<file path="src/sfd_pkg.sv">
// ----------------------------------------------------------------------------
// sfd_pkg
// Shared types and constants of the SENT frame decoder.
// ----------------------------------------------------------------------------
package sfd_pkg;

    localparam int CAPTURE_W = 16;
    localparam int NIB_W     = 4;
    localparam int CFG_IDX_W = 2;

    localparam logic [CFG_IDX_W-1:0] REG_SYNC_LOW  = 2'd0;
    localparam logic [CFG_IDX_W-1:0] REG_SYNC_HIGH = 2'd1;
    localparam logic [CFG_IDX_W-1:0] REG_CRC_SEED  = 2'd2;

    localparam logic [15:0] SYNC_LOW_RESET  = 16'd158;
    localparam logic [15:0] SYNC_HIGH_RESET = 16'd178;
    localparam logic [3:0]  CRC_SEED_RESET  = 4'd3;

    // nibble window on (period - 1): quotient 11..26 means raw value 33..80
    localparam logic [15:0] NIB_RAW_MIN = 16'd33;
    localparam logic [15:0] NIB_RAW_MAX = 16'd80;
    // reciprocal of three for a 6-bit dividend, scaled by 2^7
    localparam logic [5:0]  DIV3_MUL    = 6'd43;

    localparam logic [3:0]  PULSE_MAX    = 4'd15;
    localparam logic [3:0]  LAST_LATCHED = 4'd4;
    localparam logic [15:0] POSITION_MAX = 16'd40950;

    localparam logic [NIB_W-1:0] CRC_TAB [16] = '{
        4'd0, 4'd13, 4'd7, 4'd10, 4'd14, 4'd3, 4'd9, 4'd4,
        4'd1, 4'd12, 4'd6, 4'd11, 4'd15, 4'd2, 4'd8, 4'd5
    };

    typedef enum logic [1:0] {
        K_START = 2'd0,
        K_DATA  = 2'd1,
        K_CRC   = 2'd2,
        K_SKIP  = 2'd3
    } pulse_kind_t;

    typedef struct packed {
        pulse_kind_t      kind;
        logic             nib_ok;
        logic [NIB_W-1:0] nib;
        logic             latch;
    } pulse_t;

endpackage

</file>
<file path="src/sfd_if.sv">
// ----------------------------------------------------------------------------
// sfd_if
// Valid/ready channels of the SENT frame decoder.
// ----------------------------------------------------------------------------
interface sfd_capture_if;
    logic        valid;
    logic        ready;
    logic [15:0] capture_value;

    modport source (output valid, output capture_value, input ready);
    modport sink (input valid, input capture_value, output ready);
endinterface

interface sfd_result_if;
    logic        valid;
    logic        ready;
    logic [15:0] position;
    logic [15:0] frame_count;

    modport source (output valid, output position, output frame_count, input ready);
    modport sink (input valid, input position, input frame_count, output ready);
endinterface

interface sfd_cfg_if;
    logic        valid;
    logic        ready;
    logic [1:0]  index;
    logic [15:0] data;

    modport source (output valid, output index, output data, input ready);
    modport sink (input valid, input index, input data, output ready);
endinterface

</file>
<file path="src/sfd_front.sv">
// ----------------------------------------------------------------------------
// sfd_front
// Forms the pulse period, detects sync, tracks the pulse index and turns the
// period into a nibble; pushes one classified pulse per accepted capture.
// ----------------------------------------------------------------------------
module sfd_front
    import sfd_pkg::*;
#(
    parameter int DATA_NIBBLES = 6
) (
    input  logic        clk,
    input  logic        rst_n,
    input  logic        in_valid,
    output logic        in_ready,
    input  logic [15:0] capture_value,
    input  logic [15:0] sync_low,
    input  logic [15:0] sync_high,
    output logic        push,
    output pulse_t      push_data,
    input  logic        full
);

    localparam logic [3:0] LAST_DATA = 4'(1 + DATA_NIBBLES);
    localparam logic [3:0] CRC_IDX   = 4'(2 + DATA_NIBBLES);

    logic [15:0] prev_reg, prev_next;
    logic [3:0]  pulse_idx_reg, pulse_idx_next;
    logic [15:0] diff;
    logic [16:0] period;
    logic [15:0] raw;
    logic [5:0]  raw_off;
    logic [10:0] prod;
    logic        is_sync;
    logic [3:0]  idx;

    assign in_ready = !full;
    assign push     = in_valid && !full;

    assign diff    = capture_value - prev_reg;
    assign period  = {(diff == 16'd0), diff};
    assign raw     = diff - 16'd1;
    assign is_sync = (period > {1'b0, sync_low}) && (period < {1'b0, sync_high});
    assign idx     = is_sync ? 4'd0 : pulse_idx_reg;

    assign raw_off = raw[5:0] - NIB_RAW_MIN[5:0];
    assign prod    = 11'(raw_off) * 11'(DIV3_MUL);

    always_comb
    begin
        push_data.nib_ok = (raw >= NIB_RAW_MIN) && (raw <= NIB_RAW_MAX);
        push_data.nib    = push_data.nib_ok ? prod[10:7] : 4'd0;
        push_data.latch  = (idx <= LAST_LATCHED);
        if (idx == 4'd0)
            push_data.kind = K_START;
        else if (idx >= 4'd2 && idx <= LAST_DATA)
            push_data.kind = K_DATA;
        else if (idx == CRC_IDX)
            push_data.kind = K_CRC;
        else
            push_data.kind = K_SKIP;
    end

    always_comb
    begin
        prev_next      = prev_reg;
        pulse_idx_next = pulse_idx_reg;
        if (push)
        begin
            prev_next      = capture_value;
            pulse_idx_next = (idx < PULSE_MAX) ? idx + 4'd1 : PULSE_MAX;
        end
    end

    always_ff @(posedge clk or negedge rst_n)
    begin
        if (!rst_n)
        begin
            prev_reg      <= '0;
            pulse_idx_reg <= '0;
        end
        else
        begin
            prev_reg      <= prev_next;
            pulse_idx_reg <= pulse_idx_next;
        end
    end

    a_start_at_zero: assert property (@(posedge clk) disable iff (!rst_n)
        push && is_sync |-> push_data.kind == K_START)
        else $error("sync pulse not classified as frame start");

    a_idx_advance: assert property (@(posedge clk) disable iff (!rst_n)
        push && pulse_idx_reg != PULSE_MAX && !is_sync |=> pulse_idx_reg == $past(pulse_idx_reg) + 4'd1)
        else $error("pulse index did not advance");

endmodule

</file>
<file path="src/sfd_queue.sv">
// ----------------------------------------------------------------------------
// sfd_queue
// Two-entry queue of classified pulses between front and back.
// ----------------------------------------------------------------------------
module sfd_queue
    import sfd_pkg::*;
(
    input  logic   clk,
    input  logic   rst_n,
    input  logic   push,
    input  pulse_t push_data,
    output logic   full,
    input  logic   pop,
    output pulse_t pop_data,
    output logic   empty
);

    pulse_t     mem_reg [2];
    logic       wr_ptr_reg, wr_ptr_next;
    logic       rd_ptr_reg, rd_ptr_next;
    logic [1:0] cnt_reg, cnt_next;

    assign full     = (cnt_reg == 2'd2);
    assign empty    = (cnt_reg == 2'd0);
    assign pop_data = mem_reg[rd_ptr_reg];

    always_comb
    begin
        wr_ptr_next = push ? !wr_ptr_reg : wr_ptr_reg;
        rd_ptr_next = pop ? !rd_ptr_reg : rd_ptr_reg;
        cnt_next    = cnt_reg + 2'(push) - 2'(pop);
    end

    always_ff @(posedge clk)
    begin
        if (push)
            mem_reg[wr_ptr_reg] <= push_data;
    end

    always_ff @(posedge clk or negedge rst_n)
    begin
        if (!rst_n)
        begin
            wr_ptr_reg <= 1'b0;
            rd_ptr_reg <= 1'b0;
            cnt_reg    <= '0;
        end
        else
        begin
            wr_ptr_reg <= wr_ptr_next;
            rd_ptr_reg <= rd_ptr_next;
            cnt_reg    <= cnt_next;
        end
    end

    a_no_overflow: assert property (@(posedge clk) disable iff (!rst_n)
        cnt_reg <= 2'd2)
        else $error("queue count beyond depth");

    a_no_underflow: assert property (@(posedge clk) disable iff (!rst_n)
        pop |-> !empty)
        else $error("pop from empty queue");

    a_ptr_track: assert property (@(posedge clk) disable iff (!rst_n)
        (cnt_reg == 2'd0 || cnt_reg == 2'd2) |-> wr_ptr_reg == rd_ptr_reg)
        else $error("queue pointers out of step with count");

endmodule

</file>
<file path="src/sfd_back.sv">
// ----------------------------------------------------------------------------
// sfd_back
// Runs the CRC4 over data nibbles, latches the position nibbles and emits
// position and frame count on a good CRC pulse through an output register.
// ----------------------------------------------------------------------------
module sfd_back
    import sfd_pkg::*;
(
    input  logic        clk,
    input  logic        rst_n,
    input  logic [3:0]  crc_seed,
    input  logic        empty,
    input  pulse_t      pop_data,
    output logic        pop,
    output logic        out_valid,
    input  logic        out_ready,
    output logic [15:0] position,
    output logic [15:0] frame_count
);

    logic [3:0]  crc_reg, crc_next;
    logic [11:0] nibs_reg, nibs_next;
    logic        bad_reg, bad_next;
    logic [15:0] good_reg, good_next;
    logic        out_valid_reg, out_valid_next;
    logic [15:0] position_reg, position_next;
    logic [15:0] count_reg, count_next;
    logic        emit;
    logic        crc_bad;

    assign pop         = !empty && (!out_valid_reg || out_ready);
    assign out_valid   = out_valid_reg;
    assign position    = position_reg;
    assign frame_count = count_reg;

    assign crc_bad = bad_reg || !pop_data.nib_ok;
    assign emit    = pop && (pop_data.kind == K_CRC) && !crc_bad && (pop_data.nib == crc_reg);

    always_comb
    begin
        crc_next  = crc_reg;
        nibs_next = nibs_reg;
        bad_next  = bad_reg;
        if (pop)
        begin
            unique case (pop_data.kind)
                K_START:
                begin
                    crc_next = crc_seed;
                    bad_next = 1'b0;
                end
                K_DATA:
                begin
                    if (!pop_data.nib_ok)
                        bad_next = 1'b1;
                    else
                    begin
                        crc_next = CRC_TAB[crc_reg ^ pop_data.nib];
                        if (pop_data.latch)
                            nibs_next = {nibs_reg[7:0], pop_data.nib};
                    end
                end
                K_CRC:
                    bad_next = crc_bad;
                K_SKIP:
                    ;
                default:
                    ;
            endcase
        end
    end

    always_comb
    begin
        good_next      = good_reg;
        out_valid_next = out_valid_reg;
        position_next  = position_reg;
        count_next     = count_reg;
        if (emit)
        begin
            good_next      = good_reg + 16'd1;
            out_valid_next = 1'b1;
            position_next  = {1'b0, nibs_reg, 3'b000} + {3'b000, nibs_reg, 1'b0};
            count_next     = good_reg + 16'd1;
        end
        else if (out_ready)
            out_valid_next = 1'b0;
    end

    always_ff @(posedge clk)
    begin
        position_reg <= position_next;
        count_reg    <= count_next;
    end

    always_ff @(posedge clk or negedge rst_n)
    begin
        if (!rst_n)
        begin
            crc_reg       <= CRC_SEED_RESET;
            nibs_reg      <= '0;
            bad_reg       <= 1'b0;
            good_reg      <= '0;
            out_valid_reg <= 1'b0;
        end
        else
        begin
            crc_reg       <= crc_next;
            nibs_reg      <= nibs_next;
            bad_reg       <= bad_next;
            good_reg      <= good_next;
            out_valid_reg <= out_valid_next;
        end
    end

    a_count_step: assert property (@(posedge clk) disable iff (!rst_n)
        emit |=> good_reg == $past(good_reg) + 16'd1 && count_reg == good_reg)
        else $error("frame count not advanced by one on a good frame");

    a_position_range: assert property (@(posedge clk) disable iff (!rst_n)
        emit |=> out_valid_reg && position_reg <= POSITION_MAX)
        else $error("position out of range");

    a_no_drop: assert property (@(posedge clk) disable iff (!rst_n)
        out_valid_reg && !out_ready |-> !pop)
        else $error("pulse consumed while result stalled");

endmodule

</file>
<file path="src/sent_frame_decoder.sv">
// ----------------------------------------------------------------------------
// sent_frame_decoder
// SENT (CRC4) frame decoder working from falling-edge capture timestamps.
// ----------------------------------------------------------------------------
// Each accepted capture timestamp is one falling edge. The front computes the
// period since the previous edge, detects sync pulses (period strictly between
// sync_low and sync_high) and converts the period to a nibble; a two-entry
// queue hands the classified pulse to the back, which runs the CRC4 and, on a
// good CRC pulse, presents position and frame count in an output register.
// One capture is taken per clock cycle; the input stalls only when the output
// register is held and the queue has filled. A result is registered once its
// CRC pulse leaves the queue. Configuration writes are always ready and apply
// to the next pulse (sync bounds) or next frame start (CRC seed).
// ----------------------------------------------------------------------------
module sent_frame_decoder
    import sfd_pkg::*;
#(
    parameter int DATA_NIBBLES = 6
) (
    input  logic         clk,
    input  logic         rst_n,
    sfd_capture_if.sink  capture,
    sfd_result_if.source result,
    sfd_cfg_if.sink      cfg
);

    logic [15:0] sync_low_reg, sync_low_next;
    logic [15:0] sync_high_reg, sync_high_next;
    logic [3:0]  crc_seed_reg, crc_seed_next;
    logic        push;
    logic        pop;
    logic        full;
    logic        empty;
    pulse_t      push_data;
    pulse_t      pop_data;

    assign cfg.ready = 1'b1;

    always_comb
    begin
        sync_low_next  = sync_low_reg;
        sync_high_next = sync_high_reg;
        crc_seed_next  = crc_seed_reg;
        if (cfg.valid)
        begin
            unique case (cfg.index)
                REG_SYNC_LOW:  sync_low_next  = cfg.data;
                REG_SYNC_HIGH: sync_high_next = cfg.data;
                REG_CRC_SEED:  crc_seed_next  = cfg.data[3:0];
                default:       ;
            endcase
        end
    end

    always_ff @(posedge clk or negedge rst_n)
    begin
        if (!rst_n)
        begin
            sync_low_reg  <= SYNC_LOW_RESET;
            sync_high_reg <= SYNC_HIGH_RESET;
            crc_seed_reg  <= CRC_SEED_RESET;
        end
        else
        begin
            sync_low_reg  <= sync_low_next;
            sync_high_reg <= sync_high_next;
            crc_seed_reg  <= crc_seed_next;
        end
    end

    sfd_front #(
        .DATA_NIBBLES (DATA_NIBBLES)
    ) u_front (
        .clk           (clk),
        .rst_n         (rst_n),
        .in_valid      (capture.valid),
        .in_ready      (capture.ready),
        .capture_value (capture.capture_value),
        .sync_low      (sync_low_reg),
        .sync_high     (sync_high_reg),
        .push          (push),
        .push_data     (push_data),
        .full          (full)
    );

    sfd_queue u_queue (
        .clk       (clk),
        .rst_n     (rst_n),
        .push      (push),
        .push_data (push_data),
        .full      (full),
        .pop       (pop),
        .pop_data  (pop_data),
        .empty     (empty)
    );

    sfd_back u_back (
        .clk         (clk),
        .rst_n       (rst_n),
        .crc_seed    (crc_seed_reg),
        .empty       (empty),
        .pop_data    (pop_data),
        .pop         (pop),
        .out_valid   (result.valid),
        .out_ready   (result.ready),
        .position    (result.position),
        .frame_count (result.frame_count)
    );

endmodule

</file>
<file path="src/flat_wrapper.sv">
// flat-port wrapper written by rule: the top's interface ports become plain ports
module sent_frame_decoder_flat import sfd_pkg::*;
#(
    parameter int DATA_NIBBLES = 6
)
  (clk, rst_n, capture_valid, capture_capture_value, capture_ready, result_valid, result_position, result_frame_count, result_ready, cfg_valid, cfg_index, cfg_data, cfg_ready);
  sfd_capture_if capture_i ();
  sfd_result_if result_i ();
  sfd_cfg_if cfg_i ();
  input  logic clk;
  input  logic rst_n;
  input wire logic [$bits(capture_i.valid)-1:0] capture_valid;
  input wire logic [$bits(capture_i.capture_value)-1:0] capture_capture_value;
  output wire logic [$bits(capture_i.ready)-1:0] capture_ready;
  output wire logic [$bits(result_i.valid)-1:0] result_valid;
  output wire logic [$bits(result_i.position)-1:0] result_position;
  output wire logic [$bits(result_i.frame_count)-1:0] result_frame_count;
  input wire logic [$bits(result_i.ready)-1:0] result_ready;
  input wire logic [$bits(cfg_i.valid)-1:0] cfg_valid;
  input wire logic [$bits(cfg_i.index)-1:0] cfg_index;
  input wire logic [$bits(cfg_i.data)-1:0] cfg_data;
  output wire logic [$bits(cfg_i.ready)-1:0] cfg_ready;
  assign capture_i.valid = capture_valid;
  assign capture_i.capture_value = capture_capture_value;
  assign capture_ready = capture_i.ready;
  assign result_valid = result_i.valid;
  assign result_position = result_i.position;
  assign result_frame_count = result_i.frame_count;
  assign result_i.ready = result_ready;
  assign cfg_i.valid = cfg_valid;
  assign cfg_i.index = cfg_index;
  assign cfg_i.data = cfg_data;
  assign cfg_ready = cfg_i.ready;
  sent_frame_decoder #(.DATA_NIBBLES(DATA_NIBBLES)) u_core (.clk(clk), .rst_n(rst_n), .capture(capture_i), .result(result_i), .cfg(cfg_i));
endmodule
</file>
<file path="config.mk">
export PLATFORM = sky130hd
export DESIGN_NAME = sent_frame_decoder_flat
export DESIGN_NICKNAME = d
export VERILOG_FILES = /design/src/sfd_pkg.sv /design/src/sfd_if.sv /design/src/sfd_front.sv /design/src/sfd_queue.sv /design/src/sfd_back.sv /design/src/sent_frame_decoder.sv /design/src/flat_wrapper.sv
export SDC_FILE = /design/constraint.sdc
export NUM_CORES = 1
export LEC_CHECK = 0
export BUFFER_PORTS_ARGS = -buffer_cell sky130_fd_sc_hd__buf_2
export CAP_MARGIN = 15
export CORE_MARGIN = 8
export CORE_UTILIZATION = 65
export DETAILED_ROUTE_END_ITERATION = 8
export GPL_TIMING_DRIVEN = 0
export PLACE_DENSITY_LB_ADDON = 0.3
export REMOVE_ABC_BUFFERS = 1
export SETUP_SLACK_MARGIN = 0.05
export SYNTH_ARGS = -nofsm -noshare
export SYNTH_HDL_FRONTEND = slang
export SYNTH_SLANG_ARGS = --single-unit
export TNS_END_PERCENT = 1
</file>
<file path="constraint.sdc">
create_clock -name clk -period 12.04 [get_ports clk]
set_clock_uncertainty 0.2 [all_clocks]
set_input_delay 1.806 -clock clk [delete_from_list [all_inputs] [get_ports clk]]
set_output_delay 1.806 -clock clk [all_outputs]
set_load 0.005 [all_outputs]
</file>
* Word-level counts from Yosys, hierarchy flattened
Memories as Yosys holds them, arrays and structs flattened.
Cells that the tools add are included.
** Operators by class
- Eq/ne operators :: 9
- Reductions and logical operators :: 31
- $lt $le $gt $ge :: 9
- Multiply operators :: 1
- Bitwise operators :: 2
- Add/subtract/negate cells :: 8
- Mux-type cells :: 16
** Operator list (number)
- 2-to-1 mux 4 bit :: 6
- > comparator 17 x 16 -> 1 bit :: 1
- less-than comparator 17 x 16 -> 1 bit :: 1
- adder 15 x 13 -> 16 bit :: 1
- adder 16 x 1 -> 16 bit, second input constant :: 1
- greater-or-equal comparator 16 x 6 -> 1 bit, second input constant :: 1
- <= comparator 16 x 7 -> 1 bit, second input constant :: 1
- logical NOT 16 bit :: 1
- subtractor 16 x 1 -> 16 bit, second input constant :: 1
- subtractor 16 bit :: 1
- multiplier 6 x 6 -> 11 bit, second input constant :: 1
- <= comparator 4 x 3 -> 1 bit, second input constant :: 2
- logical AND 1 bit :: 8
- case mux 4 bit (2 select lines) :: 1
- logical NOT 1 bit :: 7
- equality test 2 bit, second input constant :: 3
- logical NOT 2 bit :: 3
- 2-to-1 mux 1 bit :: 6
- AND reduction 2 bit :: 3
- AND reduction 3 bit :: 2
- subtractor 6 bit, second input constant :: 1
- greater-or-equal comparator 5 bit, second input constant :: 1
- inverter 4 -> 5 bit :: 1
- adder 4 x 1 -> 4 bit, second input constant :: 1
- 16 further kinds :: 21
** Storage, ports and cells
- Bits of input ports :: 39
- Memory bits (read-only) :: 64
- Flip-flop bits (word level) :: 126
- Memories kept :: 2
- Logic and storage cells :: 93
- RAM bits :: 16
- Output and inout port bits :: 35
** Memory list
- (name not given) :: depth 16, width 4, read ports 1, clocked after Yosys merged registers in 0, wr ports 0, RTL line sfd_back.sv:58 : crc_next = CRC_TAB[crc_reg ^ pop_data.nib];
- u_core.u_queue.mem_reg :: depth 2, width 8, read ports 1, clocked after Yosys merged registers in 0, wr ports 1, RTL line sfd_queue.sv:18 : pulse_t mem_reg [2];

* Longest topological paths before layout
Gate-level depths: netlist of run 1.
- Word-level depth :: 9
- Mapped depth :: 26
- Depth with buffers taken out :: 25

* Cells and area by module
A second synthesis of run 1 with hierarchy kept.
** Second synthesis, totals
- Cells, all modules :: 823
- Area total of the unflattened synthesis :: 9063.7 um2
** Modules (own cells, without submodules)
- sfd_front :: area an instance 3519.6 um2, cells an instance 438, sequential area each 500.5 um2, times used 1
- sfd_back :: area an instance 3348.2 um2, cells an instance 266, sequential area each 1784.2 um2, times used 1
- sent_frame_decoder :: area an instance 1387.6 um2, cells an instance 79, sequential area each 914.6 um2, times used 1
- sfd_queue :: area an instance 808.3 um2, cells an instance 40, sequential area each 580.6 um2, times used 1

* Worst setup path after synthesis of run 1
OpenSTA, ideal clock, no wires.
- Path type :: input-to-reg
- From :: in capture_capture_value[0]
- To :: mem u_core.u_queue.mem_reg[0][4] in the netlist's numbering, data pin
- Setup time :: 204 ps
- Data required time :: 11636 ps
- Setup slack :: 4813 ps
- Buffers on the path :: 1
- Stages on the path :: 24
- Arrival time :: 6823 ps
- Cells stage by stage :: inv_1 > ha_1 > inv_1 > fa_1 > inv_1 > ha_1 > clkbuf_2 > xnor2_1 > nand2_1 > or3_1 > o311a_1 > fa_1 > inv_1 > fa_1 > inv_1 > ha_1 > a21oi_1 > o21ai_0 > a21oi_1 > o21bai_1 > a21oi_1 > xnor2_1 > xnor2_1 > nor4b_1
** RTL lines
- from (decl) :: RTL line flat_wrapper.sv:13 : input wire logic [$bits(capture_i.capture_value)-1:0] capture_capture_value;
- to (decl) :: RTL line sfd_queue.sv:18

==> impl_metrics.tcl, run 1 <==
set metrics [dict create \
    netlist_top_cells_count "95 x ha_1, 90 x inv_1, 81 x dfrtp_1, 73 x nand2_1, 52 x o21ai_0" \
    crit_cells 26 \
    setup_violations 0 \
    routed_wl_microns 18000 \
    cts_tree "yes" \
    slew_violations 0 \
    io_buffers 71 \
    finalHoldViolCount 0 \
    start_util 0.657 \
    min_period_over_period 0.641 \
    synthesis.area_sq_mm 0.00902 \
    reg2reg_to "u_core.u_queue.mem_reg[0][4]" \
    critPathSlowestCell "fa_1" \
    status "completed" \
    syn_inst 881 \
    hold_buffers 0 \
    cts-root-buf "clkbuf_16" \
    synth_top_flop_cell "dfrtp_1" \
    clockBufferDepth 2 \
    clock-sinks 141 \
    clock_latency_ns 0.42 \
    rows 43 \
    yosysMostFrequentCell "ha_1" \
    maxCapViolCount 0 \
    io_pins 74 \
    synthTopCellsByArea "dfrtp_1 22%, edfxtp_1 16%, ha_1 13%" \
    wire_per_inst_microns 15.7 \
    routed_via_density 5.78 \
    drt_pass1_iterations 7 \
    numCtsBuffers 17 \
    clk_pin_slew_ns 0.06 \
    rrSetupSlack_ns 5.52 \
    async_reset_ff_frac 0.667 \
    dp_hpwl_microns 13100 \
    max_slew.worst_pin.slew_ns 1.01 \
    yosysTopAreaCellShare 0.225 \
    grtUsageTotal 0.207 \
    drt_iter0_markers 464 \
    path_delay_family "adder cells" \
    coreArea_sq_mm 0.0137 \
    ys_ff_latch 141 \
    slew_headroom 0.321 \
    drive_gt1_frac 0.173 \
    grt_antenna_before_repair 0 \
    grt_setup_unrepaired "false" \
    dieArea_sq_mm 0.0179 \
    path_buf_inv 6 \
    fillerInstances 949 \
    vias 6643 \
    grt_max_degree 74 \
    post_cts_buffers 0 \
    drcViolationCount 0 \
    grt_pass1_wl_microns 30300 \
    finalWeightedCongestion 0.841 \
    postRouteAntennaNets 0 \
    crit_required_ns 12.04 \
    endpoint "u_core.u_queue.mem_reg[0][4]" \
    rr_worst_depth 24 \
    ys_types 79 \
    worstPathMaxFanout 7 \
    endpoint_kind "flip-flop" \
    die_y_microns 134 \
    cts_resized 0 \
    min_path_type "reg -> reg" \
    setup_tns_ns 0 \
    synth-seq-area-share 0.419 \
    synth_edf_count 47 \
    gr-total-overflow 0 \
    n_antenna_cell 0 \
    yosysTopAreaCell "dfrtp_1" \
    crit_path_max_incr_delay_ns 0.52 \
    final_nets 1097 \
    cp_common_cell "inv_1" \
    die_x_microns 134 \
    ys_warn_count 0 \
    arrival_ns 7.71 \
    area_growth_pct 12.8 \
    fmaxAchievable_mhz 130 \
    fin_hold_ws_ns 0.291 \
    grt_pass1_vias 6554 \
    crit_path_start "capture_capture_value[0]" \
    syn_area_per_cell_sq_um 10.2 \
    start_kind "input pin" \
    post-route-min-period_ns 7.71 \
    critical_path_class "in -> reg" \
    r2r_start "u_core.u_front.prev_reg[0]" \
    htree_num_levels 4 \
]
through the flow:
step | util | area [sq um] | setup WS [ns] | std cells
final | 0.741 | 10200 | 4.33 | 1150
after global routing | 0.741 | 10200 | 3.92 | 1150
after CTS | 0.739 | 10100 | 4.38 | 1149
after detailed placement | 0.699 | 9590 | 3.98 | 1117
after global placement | 0.692 | 9500 | 2.40 | 1110
after floorplan | - | 8910 | 4.28 | 859
worst min path at each step:
stage	startpoint	endpoint	slack, ns	cells past startpoint
CTS	u_core.u_back.good_reg[15]	u_core.u_back.good_reg[15]	0.29	1
global route	u_core.u_back.good_reg[15]	u_core.u_back.good_reg[15]	0.31	1
detailed placement	u_core.u_back.good_reg[15]	u_core.u_back.good_reg[15]	0.28	1
finish	u_core.u_front.prev_reg[0]	u_core.u_front.prev_reg[0]	0.29	2
global placement	u_core.u_front.prev_reg[0]	u_core.u_front.prev_reg[0]	0.27	2
floorplan	u_core.u_front.prev_reg[0]	u_core.u_front.prev_reg[0]	0.25	2
cell families (layout without fill, tap and decap cells):
logic type      after synthesis  count (layout)  synth area share
flops                       141             141             0.419
fa+ha+maj                   101             101             0.145
mux                          47              47            0.0565
compound gates              185             185             0.139
buf+inv                     113             202            0.0494
other cells                   2               2          0.000833
simple gates                224             224             0.124
xor+xnor                     68              68            0.0660
worst min-delay path, delay by kind of cell, from the launching register on:
kind	cells	cell delay (ns)
flip-flops	1	0.34
AND/OR/NAND/NOR	1	0.05
AO/OA/AOI/OAI	1	0.06
metal layers:
metal / part of all wire / GRT usage / up-vias
met2: 0.49 / 0.350 / 194
li1: - / - / 3265
met3: 0.054 / 0.0467 / 27
met1: 0.44 / 0.253 / 3157
met4: 0.018 / 0.0830 / 0
met5: 0 / 0 / -
area by class of cell:
class	count	area [sq um]	share of cell area
Clock buffer	21	460	0.0453
Multi-Input combinational cell	627	4810	0.473
Inverter	91	342	0.0336
Tap cell	180	225	0.0221
Timing Repair Buffer	79	462	0.0454
Clock inverter	11	91.3	0.00898
Sequential cell	141	3780	0.372
layout by cell type (no fill, tap or decap), types with 36 or more instances in the layout:
cell type,Yosys,layout
a21oi_1,36,36
buf_2,4,70
dfrtp_1,81,81
edfxtp_1,47,47
ha_1,95,95
inv_1,90,90
nand2_1,73,73
nor2_1,43,43
o21ai_0,52,52
xnor2_1,48,48
Power of run 1 is not shown: default switching activity piles up to over one toggle a cycle in this logic, so the estimate is an artifact.
==> inputs of run 2 (changes only) <==
--- a/config.mk
+++ b/config.mk
@@ -8,7 +8,7 @@
 export BUFFER_PORTS_ARGS = -buffer_cell sky130_fd_sc_hd__buf_2
 export CAP_MARGIN = 15
 export CORE_MARGIN = 8
-export CORE_UTILIZATION = 65
+export CORE_UTILIZATION = 61
 export DETAILED_ROUTE_END_ITERATION = 8
 export GPL_TIMING_DRIVEN = 0
 export PLACE_DENSITY_LB_ADDON = 0.3
==> constraint.sdc (replaced) <==
create_clock -name clk -period 7.2 [get_ports clk]
set_clock_uncertainty 0.2 [all_clocks]
set_input_delay 1.08 -clock clk [delete_from_list [all_inputs] [get_ports clk]]
set_output_delay 1.08 -clock clk [all_outputs]
set_load 0.005 [all_outputs]
==> run 2 against run 1 <==
Worst hold slack barely moved. Final area rose by 0.77%. Cell count rose by 0.35%. Register-to-register slack got worse by 4.6 ns. Core utilization fell by 3.3 points. Clock-buffer cell count fell by 2. Highest routed layer unchanged. Die area rose by 5.8%.
==> impl_metrics.tcl, run 2 (synthesis gave the netlist of run 1 again) <==
set metrics [dict create \
    setup_tns_ns 0 \
    min_path_type "reg -> reg" \
    setup_violations 0 \
    rows 44 \
    rrSetupSlack_ns 0.93 \
    finalHoldViolCount 0 \
    drt_pass1_iterations 4 \
    path_cells "buf_2, inv_1, ha_1, inv_1, fa_1, inv_1, ha_1, xnor2_1, nand2_1, or3_1, o311a_1, fa_1, inv_1, fa_1, inv_1, ha_1, nand2_1, o21ai_0, a21oi_1, o21bai_1, a21oi_1, xnor2_1, xnor2_1, nor4b_2" \
    status "completed" \
    min_period_over_period 0.936 \
    critical_path_class "in -> reg" \
    critPathSlowestCell "fa_1" \
    dp_worst_setup_slack_ns -0.148 \
    grt_setup_unrepaired "false" \
    htree_num_levels 4 \
    clk_pin_slew_ns 0.06 \
    crit_path_max_incr_delay_ns 0.67 \
    crit_required_ns 7.22 \
    grt_pass1_wl_microns 30600 \
    finalWeightedCongestion 0.831 \
    max_slew.worst_pin.slew_ns 1.04 \
    crit_path_start "capture_capture_value[0]" \
    dieArea_sq_mm 0.0189 \
    start_util 0.623 \
    fin_cells 1154 \
    r2r_start "u_core.u_front.prev_reg[0]" \
    slew_headroom 0.306 \
    endpoint_kind "flip-flop" \
    fillerInstances 1042 \
    post-route-min-period_ns 6.74 \
    routed_via_density 5.66 \
    slew_violations 0 \
    clockBufferDepth 2 \
    dpl.cell_count 1121 \
    postRouteAntennaNets 0 \
    grt_pass1_vias 6669 \
    layout.cells.most_common "ha_1" \
    arrival_ns 6.75 \
    path_buf_inv 6 \
    postLayoutSetupSlackWorst_ns 0.463 \
    cts-root-buf "clkbuf_16" \
    routed_wl_microns 18400 \
    path_delay_family "adder cells" \
    fmaxAchievable_mhz 148 \
    dp_hpwl_microns 13500 \
    io_pins 74 \
    final_nets 1097 \
    grt_max_degree 50 \
    vias 6531 \
    cts_tree "yes" \
    grtUsageTotal 0.203 \
    drcViolationCount 0 \
    drive_gt1_frac 0.175 \
    n_antenna_cell 0 \
    layout_common_cells "95 x ha_1, 90 x inv_1, 81 x dfrtp_1, 73 x nand2_1, 70 x buf_2" \
    maxCapViolCount 0 \
    clock_latency_ns 0.42 \
    io_buffers 71 \
    worstPathMaxFanout 8 \
    drt_iter0_markers 312 \
    grt_antenna_before_repair 0 \
    clock-sinks 141 \
    die_x_microns 138 \
    cp_common_cell "inv_1" \
    wire_per_inst_microns 15.9 \
    min_from "u_core.u_back.good_reg[15]" \
    register_area_sq_mm 0.00378 \
    area_growth_pct 13.6 \
    numCtsBuffers 17 \
    multi_input_area_sq_mm 0.00484 \
    coreArea_sq_mm 0.0145 \
    die_y_microns 138 \
    gr-total-overflow 0 \
    start_kind "input pin" \
    fin_hold_ws_ns 0.291 \
]
-- run 2: changes by cell type in the layout (fill, tap and decap cells not counted), moves of 2 or more --
cell / change
clkinv_2: -5
bufinv_16: +2
clkbuf_8: -2
clkinv_1: +2
inv_6: +4
-- run 2: worst paths after layout --
path	endpoint	cells past startpoint
worst max-delay path	u_core.u_queue.mem_reg[0][4]	24
worst min register to register	u_core.u_back.good_reg[15]	1
max in group asynchronous	u_core.sync_high_reg[10]	2
min in group asynchronous	u_core.u_back.out_valid	1
worst max register to register	u_core.u_queue.mem_reg[0][4]	22
worst min-delay path	u_core.u_back.good_reg[15]	1
-- run 2: per-layer routing --
layer,track usage,wire length (microns),vias to the layer above
li1,-,-,3254
met1,0.231,7770,3133
met2,0.360,9450,109
met3,0.0445,687,35
met4,0.0827,472,0
met5,0,0,-
-- run 2: final cells by class --
type	instances	share of cell area
Inverter	91	0.0333
Clock buffer	19	0.0422
Tap cell	184	0.0225
Clock inverter	13	0.0159
Timing Repair Buffer	79	0.0454
Multi-Input combinational cell	627	0.472
Sequential cell	141	0.369
-- run 2: through the flow --
step           cell area, sq um  utilization
2_1_floorplan              8910            -
3_3_place_gp               9500        0.656
3_5_place_dp               9600        0.663
4_1_cts                   10200        0.704
5_1_grt                   10200        0.708
6_report                  10200        0.708
-- run 2: repair_timing --
| action | in CTS | in global routing |
|---|---|---|
| gates resized for setup | 0 | 4 |
| endpoints found under the setup margin | 0 | 2 |
| hold buffers | 0 | 0 |
| buffers inserted | 0 | 0 |
Power of run 2 is left out for the same reason.
